## config.mk

```make
export PLATFORM = sky130hd
export DESIGN_NAME = ook_pwm_frame_decoder_40bit_top
export DESIGN_NICKNAME = d
export VERILOG_FILES = /design/src/hw/rtl/opfd_pkg.sv /design/src/hw/rtl/opfd_queue.sv /design/src/hw/rtl/opfd_cfg.sv /design/src/hw/rtl/opfd_front.sv /design/src/hw/rtl/opfd_back.sv /design/src/hw/rtl/ook_pwm_frame_decoder_40bit_top.sv
export VERILOG_INCLUDE_DIRS = /design/src /design/src/hw/rtl
export SDC_FILE = /design/constraint.sdc
export NUM_CORES = 2
export LEC_CHECK = 0
export BUFFER_PORTS_ARGS = -buffer_cell sky130_fd_sc_hd__buf_4
export CORE_MARGIN = 5
export CORE_UTILIZATION = 35
export CTS_BUF_LIST = sky130_fd_sc_hd__clkbuf_4 sky130_fd_sc_hd__clkbuf_8
export CTS_CLUSTER_SIZE = 20
export DETAILED_ROUTE_END_ITERATION = 6
export GPL_TIMING_DRIVEN = 1
export PLACE_DENSITY_LB_ADDON = 0.08
export RECOVER_POWER = 25
export SLEW_MARGIN = 0
export SYNTH_ARGS = -nofsm -noshare
export SYNTH_HDL_FRONTEND = slang
export SYNTH_HIERARCHICAL = 1
export SYNTH_SLANG_ARGS = --single-unit
export TNS_END_PERCENT = 20
```

## constraint.sdc

```tcl
create_clock -name i_clk -period 5.4 [get_ports i_clk]
set_clock_uncertainty 0.15 [all_clocks]
set_input_delay 0.54 -clock i_clk [delete_from_list [all_inputs] [get_ports i_clk]]
set_output_delay 0.54 -clock i_clk [all_outputs]
set_load 0.005 [all_outputs]
```

## src/hw/rtl/ook_pwm_frame_decoder_40bit_top_defines.svh

```systemverilog
// Assertion helpers shared by the decoder RTL.
// Both expect i_clk and i_rst_n in the enclosing scope.
`ifndef OOK_PWM_FRAME_DECODER_40BIT_TOP_DEFINES_SVH
`define OOK_PWM_FRAME_DECODER_40BIT_TOP_DEFINES_SVH

// same-cycle implication
`define OPFD_ASSERT_NOW(lbl, ante, cons, msg) \
    lbl: assert property (@(posedge i_clk) disable iff (!i_rst_n) (ante) |-> (cons)) \
        else $error(msg);

// next-cycle implication
`define OPFD_ASSERT_NEXT(lbl, ante, cons, msg) \
    lbl: assert property (@(posedge i_clk) disable iff (!i_rst_n) (ante) |=> (cons)) \
        else $error(msg);

`endif

```

## src/hw/rtl/opfd_pkg.sv

```systemverilog
package opfd_pkg;

    // duration arithmetic width; scaled thresholds are truncated to it
    localparam int DUR_W = 16;
    localparam int IN_W  = 16;
    localparam int CMP_W = (DUR_W > IN_W) ? DUR_W : IN_W;

    localparam int CFG_IDX_W = 8;
    localparam int CFG_DAT_W = 16;
    localparam int PCT_W     = 7;

    localparam logic [CFG_IDX_W-1:0] CFG_SHORT_TIME = 8'd0;
    localparam logic [CFG_IDX_W-1:0] CFG_LONG_TIME  = 8'd1;
    localparam logic [CFG_IDX_W-1:0] CFG_TOL_TIME   = 8'd2;
    localparam logic [CFG_IDX_W-1:0] CFG_TOL_PCT    = 8'd3;

    localparam logic [15:0]      RST_SHORT_TIME = 16'd562;
    localparam logic [15:0]      RST_LONG_TIME  = 16'd1688;
    localparam logic [15:0]      RST_TOL_TIME   = 16'd0;
    localparam logic [PCT_W-1:0] RST_TOL_PCT    = 7'd30;

    // x / 100 == (x >> 2) / 25; 1/25 ~= RECIP_25 / 2^RECIP_SH
    localparam int          RECIP_SH = 20;
    localparam logic [15:0] RECIP_25 = 16'd41943;
    localparam int          DIV_RES  = 25;

    // cycles from a config write until thresholds are valid
    localparam int DRV_LAT = 4;
    localparam int DRV_W   = $clog2(DRV_LAT + 1);

    localparam int FRAME_BITS = 40;
    localparam int CNT_W      = 6;
    localparam logic [15:0] FRAME_HDR = 16'hD5AA;
    localparam logic [7:0]  FRAME_FTR = 8'hAD;

    localparam int QDEPTH = 4;  // power of two
    localparam int QPTR_W = $clog2(QDEPTH);
    localparam int QCNT_W = $clog2(QDEPTH + 1);

    typedef logic [DUR_W-1:0] t_dur;

    typedef struct packed {
        t_dur ts;
        t_dur tl;
        t_dur s16;
        t_dur s8;
        t_dur delta;
        t_dur d2;
        t_dur d5;
        t_dur d7;
    } t_thr;

    typedef enum logic [1:0] {
        BC_BAD  = 2'd0,
        BC_ZERO = 2'd1,
        BC_ONE  = 2'd2
    } t_bit_cls;

    typedef struct packed {
        logic     pre_ok;
        t_bit_cls bcls;
        logic     last;
    } t_cls_item;

    function automatic logic abs_lt(input logic [CMP_W-1:0] a,
                                    input logic [CMP_W-1:0] b,
                                    input logic [CMP_W-1:0] lim);
        logic [CMP_W-1:0] d;
        d = (a > b) ? (a - b) : (b - a);
        return d < lim;
    endfunction

    function automatic logic [3:0] house_lut(input logic [3:0] code);
        logic [3:0] r;
        unique case (code)
            4'd0:  r = 4'd12;
            4'd1:  r = 4'd13;
            4'd2:  r = 4'd14;
            4'd3:  r = 4'd15;
            4'd4:  r = 4'd2;
            4'd5:  r = 4'd3;
            4'd6:  r = 4'd0;
            4'd7:  r = 4'd1;
            4'd8:  r = 4'd4;
            4'd9:  r = 4'd5;
            4'd10: r = 4'd6;
            4'd11: r = 4'd7;
            4'd12: r = 4'd10;
            4'd13: r = 4'd11;
            4'd14: r = 4'd8;
            default: r = 4'd9;
        endcase
        return r;
    endfunction

    function automatic logic [2:0] unit_lut(input logic [2:0] code);
        logic [2:0] r;
        unique case (code)
            3'd0: r = 3'd0;
            3'd1: r = 3'd2;
            3'd2: r = 3'd1;
            3'd3: r = 3'd3;
            3'd4: r = 3'd4;
            3'd5: r = 3'd6;
            3'd6: r = 3'd5;
            default: r = 3'd7;
        endcase
        return r;
    endfunction

endpackage

```

## src/hw/rtl/opfd_queue.sv

```systemverilog
`include "ook_pwm_frame_decoder_40bit_top_defines.svh"

module opfd_queue (
    input  logic                i_clk,
    input  logic                i_rst_n,
    input  logic                i_push,
    input  opfd_pkg::t_cls_item i_data,
    output logic                o_full,
    output logic                o_valid,
    input  logic                i_pop,
    output opfd_pkg::t_cls_item o_data
);
    import opfd_pkg::*;

    t_cls_item          r_mem [QDEPTH];
    logic [QPTR_W-1:0]  r_wptr, r_rptr;
    logic [QCNT_W-1:0]  r_cnt, n_cnt;

    always_comb begin
        unique case ({i_push, i_pop})
            2'b10:   n_cnt = r_cnt + 1'b1;
            2'b01:   n_cnt = r_cnt - 1'b1;
            default: n_cnt = r_cnt;
        endcase
    end

    always_ff @(posedge i_clk) begin
        if (!i_rst_n) begin
            r_wptr <= '0;
            r_rptr <= '0;
            r_cnt  <= '0;
        end else begin
            if (i_push) r_wptr <= r_wptr + 1'b1;
            if (i_pop)  r_rptr <= r_rptr + 1'b1;
            r_cnt <= n_cnt;
        end
    end

    always_ff @(posedge i_clk) begin
        if (i_push) r_mem[r_wptr] <= i_data;
    end

    assign o_full  = (r_cnt == QCNT_W'(QDEPTH));
    assign o_valid = (r_cnt != '0);
    assign o_data  = r_mem[r_rptr];

    `OPFD_ASSERT_NOW(a_no_push_full, r_cnt == QCNT_W'(QDEPTH), !i_push, "push into full queue")
    `OPFD_ASSERT_NOW(a_no_pop_empty, r_cnt == '0, !i_pop, "pop from empty queue")

endmodule

```

## src/hw/rtl/opfd_cfg.sv

```systemverilog
module opfd_cfg (
    input  logic                             i_clk,
    input  logic                             i_rst_n,
    input  logic                             i_cfg_valid,
    output logic                             o_cfg_ready,
    input  logic [opfd_pkg::CFG_IDX_W-1:0]   i_cfg_index,
    input  logic [opfd_pkg::CFG_DAT_W-1:0]   i_cfg_data,
    output opfd_pkg::t_thr                   o_thr,
    output logic                             o_busy
);
    import opfd_pkg::*;

    logic [15:0]       r_short, r_long, r_tol;
    logic [PCT_W-1:0]  r_pct;
    logic [DRV_W-1:0]  r_drv_cnt;

    // derive pipeline: product, reciprocal estimate, correction, thresholds
    // quotient needs 17 bits when the percent register holds more than 100
    logic [22:0]       r_prod;
    logic [16:0]       r_q0;
    logic [16:0]       r_dpct;
    t_thr              r_thr;

    logic [20:0]       w_y;
    logic [36:0]       w_m;
    logic [21:0]       w_rem;
    t_dur              w_delta;

    assign o_cfg_ready = 1'b1;

    always_ff @(posedge i_clk) begin
        if (!i_rst_n) begin
            r_short   <= RST_SHORT_TIME;
            r_long    <= RST_LONG_TIME;
            r_tol     <= RST_TOL_TIME;
            r_pct     <= RST_TOL_PCT;
            r_drv_cnt <= DRV_W'(DRV_LAT);
        end else begin
            if (i_cfg_valid) begin
                r_drv_cnt <= DRV_W'(DRV_LAT);
                unique case (i_cfg_index)
                    CFG_SHORT_TIME: r_short <= i_cfg_data;
                    CFG_LONG_TIME:  r_long  <= i_cfg_data;
                    CFG_TOL_TIME:   r_tol   <= i_cfg_data;
                    CFG_TOL_PCT:    r_pct   <= i_cfg_data[PCT_W-1:0];
                    default: ;
                endcase
            end else if (r_drv_cnt != '0) begin
                r_drv_cnt <= r_drv_cnt - 1'b1;
            end
        end
    end

    assign w_y     = r_prod[22:2];
    assign w_m     = 37'(w_y) * 37'(RECIP_25);
    // estimate is exact or one low
    assign w_rem   = 22'(w_y) - 22'(r_q0) * 22'(DIV_RES);
    assign w_delta = (r_tol != '0) ? DUR_W'(r_tol) : DUR_W'(r_dpct);

    always_ff @(posedge i_clk) begin
        r_prod       <= 23'(r_short) * 23'(r_pct);
        r_q0         <= w_m[RECIP_SH+16:RECIP_SH];
        r_dpct       <= 17'(r_q0) + 17'(w_rem >= 22'(DIV_RES));
        r_thr.ts     <= DUR_W'(r_short);
        r_thr.tl     <= DUR_W'(r_long);
        r_thr.s16    <= DUR_W'({r_short, 4'b0000});
        r_thr.s8     <= DUR_W'({r_short, 3'b000});
        r_thr.delta  <= w_delta;
        r_thr.d2     <= DUR_W'({w_delta, 1'b0});
        r_thr.d5     <= DUR_W'((DUR_W+3)'(w_delta) * (DUR_W+3)'(5));
        r_thr.d7     <= DUR_W'((DUR_W+3)'(w_delta) * (DUR_W+3)'(7));
    end

    assign o_thr  = r_thr;
    assign o_busy = (r_drv_cnt != '0);

endmodule

```

## src/hw/rtl/opfd_front.sv

```systemverilog
module opfd_front (
    input  logic                        i_in_valid,
    output logic                        o_in_stall,
    input  logic [opfd_pkg::IN_W-1:0]   i_high_us,
    input  logic [opfd_pkg::IN_W-1:0]   i_low_us,
    input  logic                        i_capture_end,
    input  opfd_pkg::t_thr              i_thr,
    input  logic                        i_busy,
    input  logic                        i_q_full,
    output logic                        o_push,
    output opfd_pkg::t_cls_item         o_item
);
    import opfd_pkg::*;

    logic [CMP_W-1:0] w_hi, w_lo;
    logic             w_hi_ok, w_lo0, w_lo1;

    assign w_hi = CMP_W'(i_high_us);
    assign w_lo = CMP_W'(i_low_us);

    assign w_hi_ok = abs_lt(w_hi, CMP_W'(i_thr.ts), CMP_W'(i_thr.delta));
    assign w_lo0   = abs_lt(w_lo, CMP_W'(i_thr.ts), CMP_W'(i_thr.delta));
    assign w_lo1   = abs_lt(w_lo, CMP_W'(i_thr.tl), CMP_W'(i_thr.d2));

    always_comb begin
        o_item.pre_ok = abs_lt(w_hi, CMP_W'(i_thr.s16), CMP_W'(i_thr.d7))
                     && abs_lt(w_lo, CMP_W'(i_thr.s8), CMP_W'(i_thr.d5));
        o_item.last   = i_capture_end;
        priority if (!w_hi_ok) begin
            o_item.bcls = BC_BAD;
        end else if (w_lo0) begin
            o_item.bcls = BC_ZERO;
        end else if (w_lo1) begin
            o_item.bcls = BC_ONE;
        end else begin
            o_item.bcls = BC_BAD;
        end
    end

    assign o_in_stall = i_busy || i_q_full;
    assign o_push     = i_in_valid && !o_in_stall;

endmodule

```

## src/hw/rtl/opfd_back.sv

```systemverilog
`include "ook_pwm_frame_decoder_40bit_top_defines.svh"

module opfd_back (
    input  logic                  i_clk,
    input  logic                  i_rst_n,
    input  logic                  i_q_valid,
    input  opfd_pkg::t_cls_item   i_item,
    output logic                  o_pop,
    output logic                  o_out_valid,
    input  logic                  i_out_stall,
    output logic                  o_status,
    output logic [39:0]           o_raw_frame,
    output logic [3:0]            o_house_letter,
    output logic [4:0]            o_unit_number,
    output logic [1:0]            o_command_class
);
    import opfd_pkg::*;

    typedef enum logic [2:0] {
        PH_SEARCH = 3'b001,
        PH_BITS   = 3'b010,
        PH_DONE   = 3'b100
    } t_phase;

    t_phase                r_phase, n_phase;
    logic [FRAME_BITS-1:0] r_shift, n_shift, w_sh;
    logic [CNT_W-1:0]      r_cnt, n_cnt, w_cnt1;
    logic                  w_res, w_fail;

    logic                  r_out_valid;
    logic                  r_status;
    logic [39:0]           r_raw;
    logic [3:0]            r_house;
    logic [4:0]            r_unit;
    logic [1:0]            r_cls;

    logic [7:0]            w_hb, w_cmd;
    logic                  w_frame_ok;

    assign o_pop  = i_q_valid && (!r_out_valid || !i_out_stall);
    assign w_sh   = {r_shift[FRAME_BITS-2:0], (i_item.bcls == BC_ONE)};
    assign w_cnt1 = r_cnt + 1'b1;

    always_comb begin
        n_phase = r_phase;
        n_shift = r_shift;
        n_cnt   = r_cnt;
        w_res   = 1'b0;
        w_fail  = 1'b0;
        unique case (r_phase)
            PH_SEARCH: begin
                if (i_item.pre_ok) begin
                    n_phase = PH_BITS;
                    n_shift = '0;
                    n_cnt   = '0;
                end
            end
            PH_BITS: begin
                if (i_item.bcls == BC_BAD) begin
                    w_res   = 1'b1;
                    w_fail  = 1'b1;
                    n_phase = PH_DONE;
                end else begin
                    n_shift = w_sh;
                    n_cnt   = w_cnt1;
                    if (w_cnt1 >= CNT_W'(FRAME_BITS)) begin
                        w_res   = 1'b1;
                        n_phase = PH_DONE;
                    end
                end
            end
            PH_DONE: ;
            default: n_phase = PH_SEARCH;
        endcase
        // end of capture: fail unless a verdict was already given
        if (i_item.last) begin
            if (n_phase != PH_DONE) begin
                w_res  = 1'b1;
                w_fail = 1'b1;
            end
            n_phase = PH_SEARCH;
            n_shift = '0;
            n_cnt   = '0;
        end
    end

    assign w_hb       = w_sh[23:16];
    assign w_cmd      = w_sh[15:8];
    assign w_frame_ok = (w_sh[39:24] == FRAME_HDR) && (w_sh[7:0] == FRAME_FTR);

    always_ff @(posedge i_clk) begin
        if (!i_rst_n) begin
            r_phase     <= PH_SEARCH;
            r_shift     <= '0;
            r_cnt       <= '0;
            r_out_valid <= 1'b0;
        end else begin
            if (o_pop) begin
                r_phase     <= n_phase;
                r_shift     <= n_shift;
                r_cnt       <= n_cnt;
                r_out_valid <= w_res;
            end else if (!i_out_stall) begin
                r_out_valid <= 1'b0;
            end
        end
    end

    always_ff @(posedge i_clk) begin
        if (o_pop && w_res) begin
            if (w_fail || !w_frame_ok) begin
                r_status <= 1'b1;
                r_raw    <= '0;
                r_house  <= '0;
                r_unit   <= '0;
                r_cls    <= '0;
            end else begin
                r_status <= 1'b0;
                r_raw    <= w_sh;
                r_house  <= house_lut(w_hb[7:4]);
                r_unit   <= {1'b0, w_hb[2], unit_lut({w_cmd[6], w_cmd[4:3]})} + 5'd1;
                if (w_cmd[7]) begin
                    r_cls <= w_cmd[4] ? 2'd2 : 2'd3;
                end else begin
                    r_cls <= w_cmd[5] ? 2'd1 : 2'd0;
                end
            end
        end
    end

    assign o_out_valid     = r_out_valid;
    assign o_status        = r_status;
    assign o_raw_frame     = r_raw;
    assign o_house_letter  = r_house;
    assign o_unit_number   = r_unit;
    assign o_command_class = r_cls;

    `OPFD_ASSERT_NOW(a_cnt_range, r_phase == PH_BITS, r_cnt < CNT_W'(FRAME_BITS), "bit count past frame length")
    `OPFD_ASSERT_NOW(a_search_clear, r_phase == PH_SEARCH, r_cnt == '0 && r_shift == '0, "search phase with stale frame")
    `OPFD_ASSERT_NOW(a_ok_has_hdr, r_out_valid && !r_status, r_raw[39:24] == FRAME_HDR && r_unit != '0, "decoded result without header")
    `OPFD_ASSERT_NOW(a_fail_zero, r_out_valid && r_status, r_raw == '0 && r_unit == '0, "reject result not cleared")

endmodule

```

## src/hw/rtl/ook_pwm_frame_decoder_40bit_top.sv

```systemverilog
// Channel   Direction  Handshake              Request contents
// in        sink       i_in_valid/o_in_stall  i_high_us, i_low_us, i_capture_end
// out       source     o_out_valid/i_out_stall o_status, o_raw_frame, o_house_letter,
//                                             o_unit_number, o_command_class
// cfg       sink       i_cfg_valid/o_cfg_ready i_cfg_index, i_cfg_data
//
// One pulse-pair request per cycle while the input is not stalled; a taken pair passes
// through the queue, and the sequencer then loads its result into the output register.
// Rate is set by the pair classifier (parallel abs-diff compares) and the frame
// sequencer, each one request per cycle; the four-entry queue between them absorbs
// output stalls.
// After reset and after every config write the input stalls while the
// tolerance thresholds are rebuilt (percent product, divide by 100, scaled limits).
// A stalled result holds in the output register; reset is synchronous, active low.
module ook_pwm_frame_decoder_40bit_top (
    input  logic                            i_clk,
    input  logic                            i_rst_n,
    input  logic                            i_in_valid,
    output logic                            o_in_stall,
    input  logic [opfd_pkg::IN_W-1:0]       i_high_us,
    input  logic [opfd_pkg::IN_W-1:0]       i_low_us,
    input  logic                            i_capture_end,
    output logic                            o_out_valid,
    input  logic                            i_out_stall,
    output logic                            o_status,
    output logic [39:0]                     o_raw_frame,
    output logic [3:0]                      o_house_letter,
    output logic [4:0]                      o_unit_number,
    output logic [1:0]                      o_command_class,
    input  logic                            i_cfg_valid,
    output logic                            o_cfg_ready,
    input  logic [opfd_pkg::CFG_IDX_W-1:0]  i_cfg_index,
    input  logic [opfd_pkg::CFG_DAT_W-1:0]  i_cfg_data
);
    import opfd_pkg::*;

    t_thr       w_thr;
    logic       w_busy;
    logic       w_push, w_q_full, w_q_valid, w_pop;
    t_cls_item  w_front_item, w_back_item;

    // config registers and derived thresholds
    opfd_cfg u_cfg (
        .i_clk       (i_clk),
        .i_rst_n     (i_rst_n),
        .i_cfg_valid (i_cfg_valid),
        .o_cfg_ready (o_cfg_ready),
        .i_cfg_index (i_cfg_index),
        .i_cfg_data  (i_cfg_data),
        .o_thr       (w_thr),
        .o_busy      (w_busy)
    );

    // classify each pair against the windows: preamble hit, bit 0/1 or bad
    opfd_front u_front (
        .i_in_valid    (i_in_valid),
        .o_in_stall    (o_in_stall),
        .i_high_us     (i_high_us),
        .i_low_us      (i_low_us),
        .i_capture_end (i_capture_end),
        .i_thr         (w_thr),
        .i_busy        (w_busy),
        .i_q_full      (w_q_full),
        .o_push        (w_push),
        .o_item        (w_front_item)
    );

    // classified pairs waiting for the sequencer
    opfd_queue u_queue (
        .i_clk   (i_clk),
        .i_rst_n (i_rst_n),
        .i_push  (w_push),
        .i_data  (w_front_item),
        .o_full  (w_q_full),
        .o_valid (w_q_valid),
        .i_pop   (w_pop),
        .o_data  (w_back_item)
    );

    // phase tracking, bit shifting, verdict and field decode
    opfd_back u_back (
        .i_clk           (i_clk),
        .i_rst_n         (i_rst_n),
        .i_q_valid       (w_q_valid),
        .i_item          (w_back_item),
        .o_pop           (w_pop),
        .o_out_valid     (o_out_valid),
        .i_out_stall     (i_out_stall),
        .o_status        (o_status),
        .o_raw_frame     (o_raw_frame),
        .o_house_letter  (o_house_letter),
        .o_unit_number   (o_unit_number),
        .o_command_class (o_command_class)
    );

endmodule

```

; ---- Word-level counts from Yosys, hierarchy flattened
; Memory sizes are Yosys's and may differ from the RTL's. A register that Yosys moved wholly into a read port is not among the register bits.
; Index checks and enable logic that the tools add are counted.
[totals]
ff_bits = 338
mem_bits_rw = 16
rom_bits = 64
input_bits = 62
word_cells = 159
n_memories = 2
[memory_table]
columns = memory, words, word_bits, rd, rd_ports_with_merged_regs, wr, line_no
row1 = (name not given), 16, 4, 1, 1, 0, opfd_pkg.sv:75  ; unique case (code)
row2 = u_queue.r_mem, 4, 4, 1, 1, 1, opfd_queue.sv:15  ; t_cls_item r_mem [QDEPTH];
[classes]
addsub = 19
n_mul = 5
order_cmp = 12
n_eq_ne = 22
mux = 45
n_bitwise = 1
reduce_logical = 26
[ops]
columns = operator, count
row1 = 16-bit subtractor, 10
row2 = 39-bit 2-to-1 mux, 3
row3 = 16-bit 2-to-1 mux, 6
row4 = 16-bit greater-than comparator, 5
row5 = 16-bit < comparator, 5
row6 = 39-bit case mux with 2 select lines, 1
row7 = 21-bit by 16-bit multiplier with 37-bit output (second input constant), 1
row8 = 16-bit by 3-bit multiplier with 16-bit output (second input constant), 2
row9 = 16-bit by 7-bit multiplier with 23-bit output, 1
row10 = 22-bit by 5-bit greater-or-equal comparator with 1-bit output (second input constant), 1
row11 = 17-bit by 5-bit multiplier with 22-bit output (second input constant), 1
row12 = 21-bit by 22-bit subtractor with 22-bit output, 1
row13 = 3-bit case mux with 7 select lines, 1
row14 = 3-bit 2-to-1 mux, 6
row15 = 6-bit 2-to-1 mux, 3
row16 = 16-bit by 1-bit adder with 16-bit output, 1
row17 = 16-bit == test (second input constant), 1
row18 = 8-bit by 2-bit == test with 1-bit output (second input constant), 2
row19 = 1-bit 2-to-1 mux, 16
row20 = 16-bit nonzero test, 1
row21 = 3-bit == test (second input constant), 5
row22 = 2-bit 2-to-1 mux, 6
row23 = 6-bit case mux with 2 select lines, 1
row24 = 3-bit by 2-bit == test with 1-bit output (second input constant), 3
row25 = other kinds (29), 47

; ---- Depth between registers and ports, before layout
[depth]
ltp_word = 12
mapped_depth = 24
ltp_nobuf = 23

; ---- Modules after synthesis
; Netlist, hierarchy kept.
[modules_own_cells]
columns = mod, n_inst, cells_per_inst, area_per_inst_um2, seq_area_each_um2
row1 = opfd_cfg, 1, 1897, 19187.2, 3783.6
row2 = opfd_front, 1, 1255, 9082.5, 0.0
row3 = opfd_back, 1, 412, 4524.3, 2482.4
row4 = opfd_queue, 1, 62, 1028.5, 660.6

; ---- Least setup slack after synthesis
; No wires, ideal clock.
[synth_timing]
kind = register to register
from = reg u_cfg.r_prod[11]
to = reg u_cfg.r_q0[16]
setup_time_ns = 0.121
t_arrival_ns = 5.238
setup_slack_ns = -0.109
path_stages_with_launch = 18
n_path_buf = 0
synth_period_minus_slack_ns = 5.509
path_cell_list = dfxtp_1 -> ha_1 -> fa_1 -> fa_1 -> fa_1 -> inv_1 -> fa_1 -> inv_1 -> fa_1 -> ha_1 -> nand4_1 -> or3_1 -> o211ai_1 -> a21o_1 -> a41oi_1 -> a21oi_1 -> a21oi_1 -> xnor2_1
[synth_via]
elab_chain_cells = 1
[synth_lines]
columns = element, line_no
row1 = start: declaration, opfd_cfg.sv:19  ; logic [22:0] r_prod;
row2 = start signal: assignment, opfd_cfg.sv:61  ; r_prod <= 23'(r_short) * 23'(r_pct);
row3 = 21-bit by 16-bit multiplier with 37-bit output, opfd_cfg.sv:55  ; assign w_m = 37'(w_y) * 37'(RECIP_25);
row4 = net u_cfg.w_m[36], opfd_cfg.sv:25  ; logic [36:0] w_m;
row5 = end signal: assignment, opfd_cfg.sv:62  ; r_q0 <= w_m[RECIP_SH+16:RECIP_SH];
row6 = end: declaration, opfd_cfg.sv:20  ; logic [16:0] r_q0;
; The timed path passes the listed nets, and every way through them passes these cells.
; A chain may end at the register's enable or synchronous reset.

; ---- Worst setup path in the final report
[layout_timing]
from = reg u_cfg.r_prod[12]
to = reg u_cfg.r_q0[9]
; The elaborated chain is that of the path after synthesis.

==> run_results.csv <==
group,metric,value,unit
timing,timing.final.crit_share,1.01,
setup_path,rr_worst_depth,22,
setup_path,path_depth,22,
clock_network,clockBufferDepth,3,
min_path,hold_depth,3,
clock_network,path_clk_slew,0.06,ns
timing,final-hold-violation-count,0,
setup_path,crit_family,"adder cells",
die,initial_utilization,0.351,
logic_synthesis,muxShareOfSynthArea,0.0359,
pwr,p_leak,18.9,nW
cells_and_area,postLayoutCellArea,39500,sq um
clock_network,tritoncts,"done",
place,port_buffers,115,
timing,rsz0062_at_grt,"true",
logic_synthesis,synth-compound-area-share,0.155,
clock_network,cts_num_sinks,313,
timing,fmax,183,MHz
pwr,pwr-share-comb,0.621,
pwr,p_sw,6.33,mW
routing,drc,0,
setup_path,path_cells,"buf_4 -> fa_2 -> ha_1 -> inv_1 -> fa_1 -> inv_2 -> fa_1 -> fa_1 -> inv_1 -> fa_1 -> inv_1 -> ha_4 -> nand3_2 -> or3_1 -> o211ai_1 -> buf_4 -> a21o_4 -> buf_6 -> a211oi_4 -> o21bai_1 -> a21oi_1 -> xnor2_1",
logic_synthesis,synth_seq_area_share,0.205,
die,coreArea,96300,sq um
place,place_congestion,0.877,
setup_path,critPathMaxStageDelay,0.54,ns
pwr,switching_share,0.427,
logic_synthesis,async_flop_share,0,
setup_path,timing.critical_path.mode_cell,"fa_1",
die,dieHeight,321,um
cells_and_area,n_fill_cell,9722,
setup_path,cp_slowest_cell,"fa_1",
logic_synthesis,yosys_warnings,6,
die,row_count,114,
routing,dr.pass1.iters,5,
min_path,min_path_type,"input pin to register",
job,drv_cap,1,
logic_synthesis,synth.largest_area_cell,"ha_1",
global_routing,grt_pass1_vias,26600,
logic_synthesis,synth-simple-area-share,0.102,
logic_synthesis,yosysMostFrequentCell,"ha_1",
die,die_area,103000,sq um
timing,timing.setup.tns,-0.146,ns
die,dieWidth,321,um
timing,setup_viol,3,
cells_and_area,nNetsFinal,4783,
logic_synthesis,netlist_instances,3626,
outcome,violations,"max-capacitance violations, max-slew violations, negative setup slack",
logic_synthesis,synth_area_leaders,"ha_1, fa_1, dfxtp_1",
routing,drtIter0Drc,1263,
logic_synthesis,netlist_area,33800,sq um
logic_synthesis,synth_edf_count,66,
setup_path,crit_arrival,5.89,ns
routing,vias,25700,
setup_path,startpoint_type,"register",
logic_synthesis,synth_top_area_frac,0.208,
global_routing,grt_antenna_before_repair,4,
pwr,ir_worst_vdd,0.000405,V
routing,ant_nets,0,
cells_and_area,stdcell_count,5223,
global_routing,grt_pass1_wl,153000,um
timing,fin_crit,5.46,ns
setup_path,crit_required,5.82,ns
logic_synthesis,yosys-top-cells-count,"ha_1, inv_1, fa_1, dfxtp_1, a21oi_1",
routing,drt-total-wl,97900,um
pwr,seqPwrFrac,0.199,
clock_network,cts_max_level,2,
setup_path,critical_path_class,"register to register",
cells_and_area,final_layout_size_suffix_gt1_frac,0.168,
logic_synthesis,synth_top_family_by_area,"adder cells",
pwr,total_power,14.8,mW
setup_path,cp-end-kind,"register",
clock_network,root_buffer,"clkbuf_8",
place,place_hpwl,81000,um
pwr,p_clk_frac,0.180,
timing,tightest_slew,3.16,ns
pwr,internal_power,8.49,mW
setup_path,worst-path-max-fanout,6,
global_routing,grt_max_degree,76,
pwr,power.density,375,nW/um^2
global_routing,grtUsageTotal,0.188,
setup_path,crit_buf_inv,7,
global_routing,grt-ovfl-total,0,
clock_network,cts_buffers,60,
place,placed_area,37000,sq um
logic_synthesis,syn_area_per_cell,9.33,sq um
die,ios,117,
logic_synthesis,synth-adder-area-share,0.365,
routing,avgViaCountPerCell,4.92,
logic_synthesis,synth-xor-area-share,0.0420,
timing,timing.slew.headroom,-1.11,
routing,wl_per_cell,18.7,um
place,numPlacedInstances,5062,
logic_synthesis,ys_ff_latch,313,
timing,final.setup.worst_slack,-0.0633,ns
timing,slew_violations,76,
logic_synthesis,synth_flop_cell,"dfxtp_1",
outcome,status,"complete, but fails checks",
cells_and_area,area_growth,16.9,%
clock_network,clock_latency,0.69,ns
logic_synthesis,synth.distinct_cells,103,
-- placed cells by master (no fill, tap or decap), types with 25 or more instances in the layout --
cell / Yosys / final
inv_1: 557 / 542
ha_1: 563 / 527
buf_4: 59 / 307
fa_1: 264 / 255
dfxtp_1: 247 / 229
a21oi_1: 232 / 223
nand2_1: 183 / 179
o21ai_0: 125 / 122
mux2i_1: 103 / 103
a21o_1: 100 / 99
nor2_1: 97 / 95
xnor2_1: 98 / 95
nand4_1: 79 / 79
nor2b_1: 74 / 74
clkbuf_8: 0 / 71
edfxtp_1: 66 / 66
xor2_1: 64 / 63
clkbuf_4: 0 / 49
and2_1: 45 / 44
a211oi_1: 42 / 41
nand3_1: 43 / 39
o21ai_1: 33 / 32
ha_4: 0 / 29
nor3_1: 29 / 28
o21bai_1: 27 / 26
a211oi_2: 26 / 25
-- power groups by stage --
stage | Combinational, mW | Sequential, mW | Clock, mW
floorplan | 5.70 | 2.96 | 0
global placement | 8.47 | 3.02 | 0
detailed placement | 8.41 | 3.02 | 0
CTS | 8.91 | 2.96 | 2.78
global route | 10.4 | 2.99 | 2.89
finish | 9.20 | 2.95 | 2.66
-- repair_timing --
item / CTS / global route
gates cloned: 0 / 0
gates resized for setup: 79 / 71
setup buffers: 24 / 6
hold buffers: 17 / 0
pin swaps: 71 / 49
setup endpoints to repair: 31 / 34
hold endpoints to repair: 50 / 0
-- state kept, by name, indices dropped and copies added, names as in the netlist, 16 cells and up, named ones only --
name                cells
u_cfg/o_thr            77
u_back/o_raw_frame     39
u_back/r_shift         39
u_cfg/r_prod           21
u_cfg/r_q0             17
u_cfg/r_dpct           16
u_cfg/r_long           16
u_cfg/r_short          16
u_cfg/r_tol            16
u_queue/r_mem          16
-- per-layer routing --
layer | global-route usage | share of wire | routed length (um)
met1 | 0.257 | 0.47 | 46200
met2 | 0.318 | 0.47 | 46300
met5 | 0 | 0.00013 | 13
met4 | 0.0466 | 0.024 | 2310
met3 | 0.0215 | 0.031 | 3010
-- worst min-delay path: stages --
cell	delay [ns]
buf_4	0.13
mux2i_1	0.07
nor2b_1	0.09
-- logic make-up after synthesis --
family                   Yosys count
flip-flops                       313
AO/OA/AOI/OAI                    787
adder cells (fa/ha/maj)          827
AND/OR/NAND/NOR                  663
XOR/XNOR                         162
multiplexers                     114
other                              3
buffers and inverters            757
-- path summary, 6_finish.rpt --
| kind | start | end | slack (ns) |
|---|---|---|---|
| worst min-delay path | i_cfg_data[0] | u_cfg/r_long[0] | 0.06 |
| worst min register to register | u_cfg/r_long[0] | u_cfg/o_thr[96] | 0.20 |
| worst max-delay path | u_cfg/r_prod[12] | u_cfg/r_q0[9] | -0.06 |
| worst max register to register | u_cfg/r_prod[12] | u_cfg/r_q0[9] | -0.06 |
-- layout make-up --
| class | count | area [sq um] | share of cell area |
|---|---|---|---|
| Multi-Input combinational cell | 2572 | 24500 | 0.619 |
| Sequential cell | 313 | 6980 | 0.177 |
| Timing Repair Buffer | 387 | 2970 | 0.0751 |
| Inverter | 560 | 2120 | 0.0535 |
| Tap cell | 1276 | 1600 | 0.0404 |
| Clock buffer | 87 | 1100 | 0.0278 |
| Clock inverter | 26 | 283 | 0.00715 |
| Antenna cell | 2 | 5.00 | 0.000127 |
-- metrics by stage --
stage / util / worst slack (ns) / hold slack, ns
after detailed placement: 0.385 / -0.568 / 0.192
after global placement: 0.385 / -0.528 / 0.188
final: 0.411 / -0.0633 / 0.0556
after CTS: 0.407 / -0.0673 / 0.00566
after global routing: 0.411 / -0.262 / 0.0382
after floorplan: - / 0.0248 / 0.179
Power figures use the tool's default switching activity.
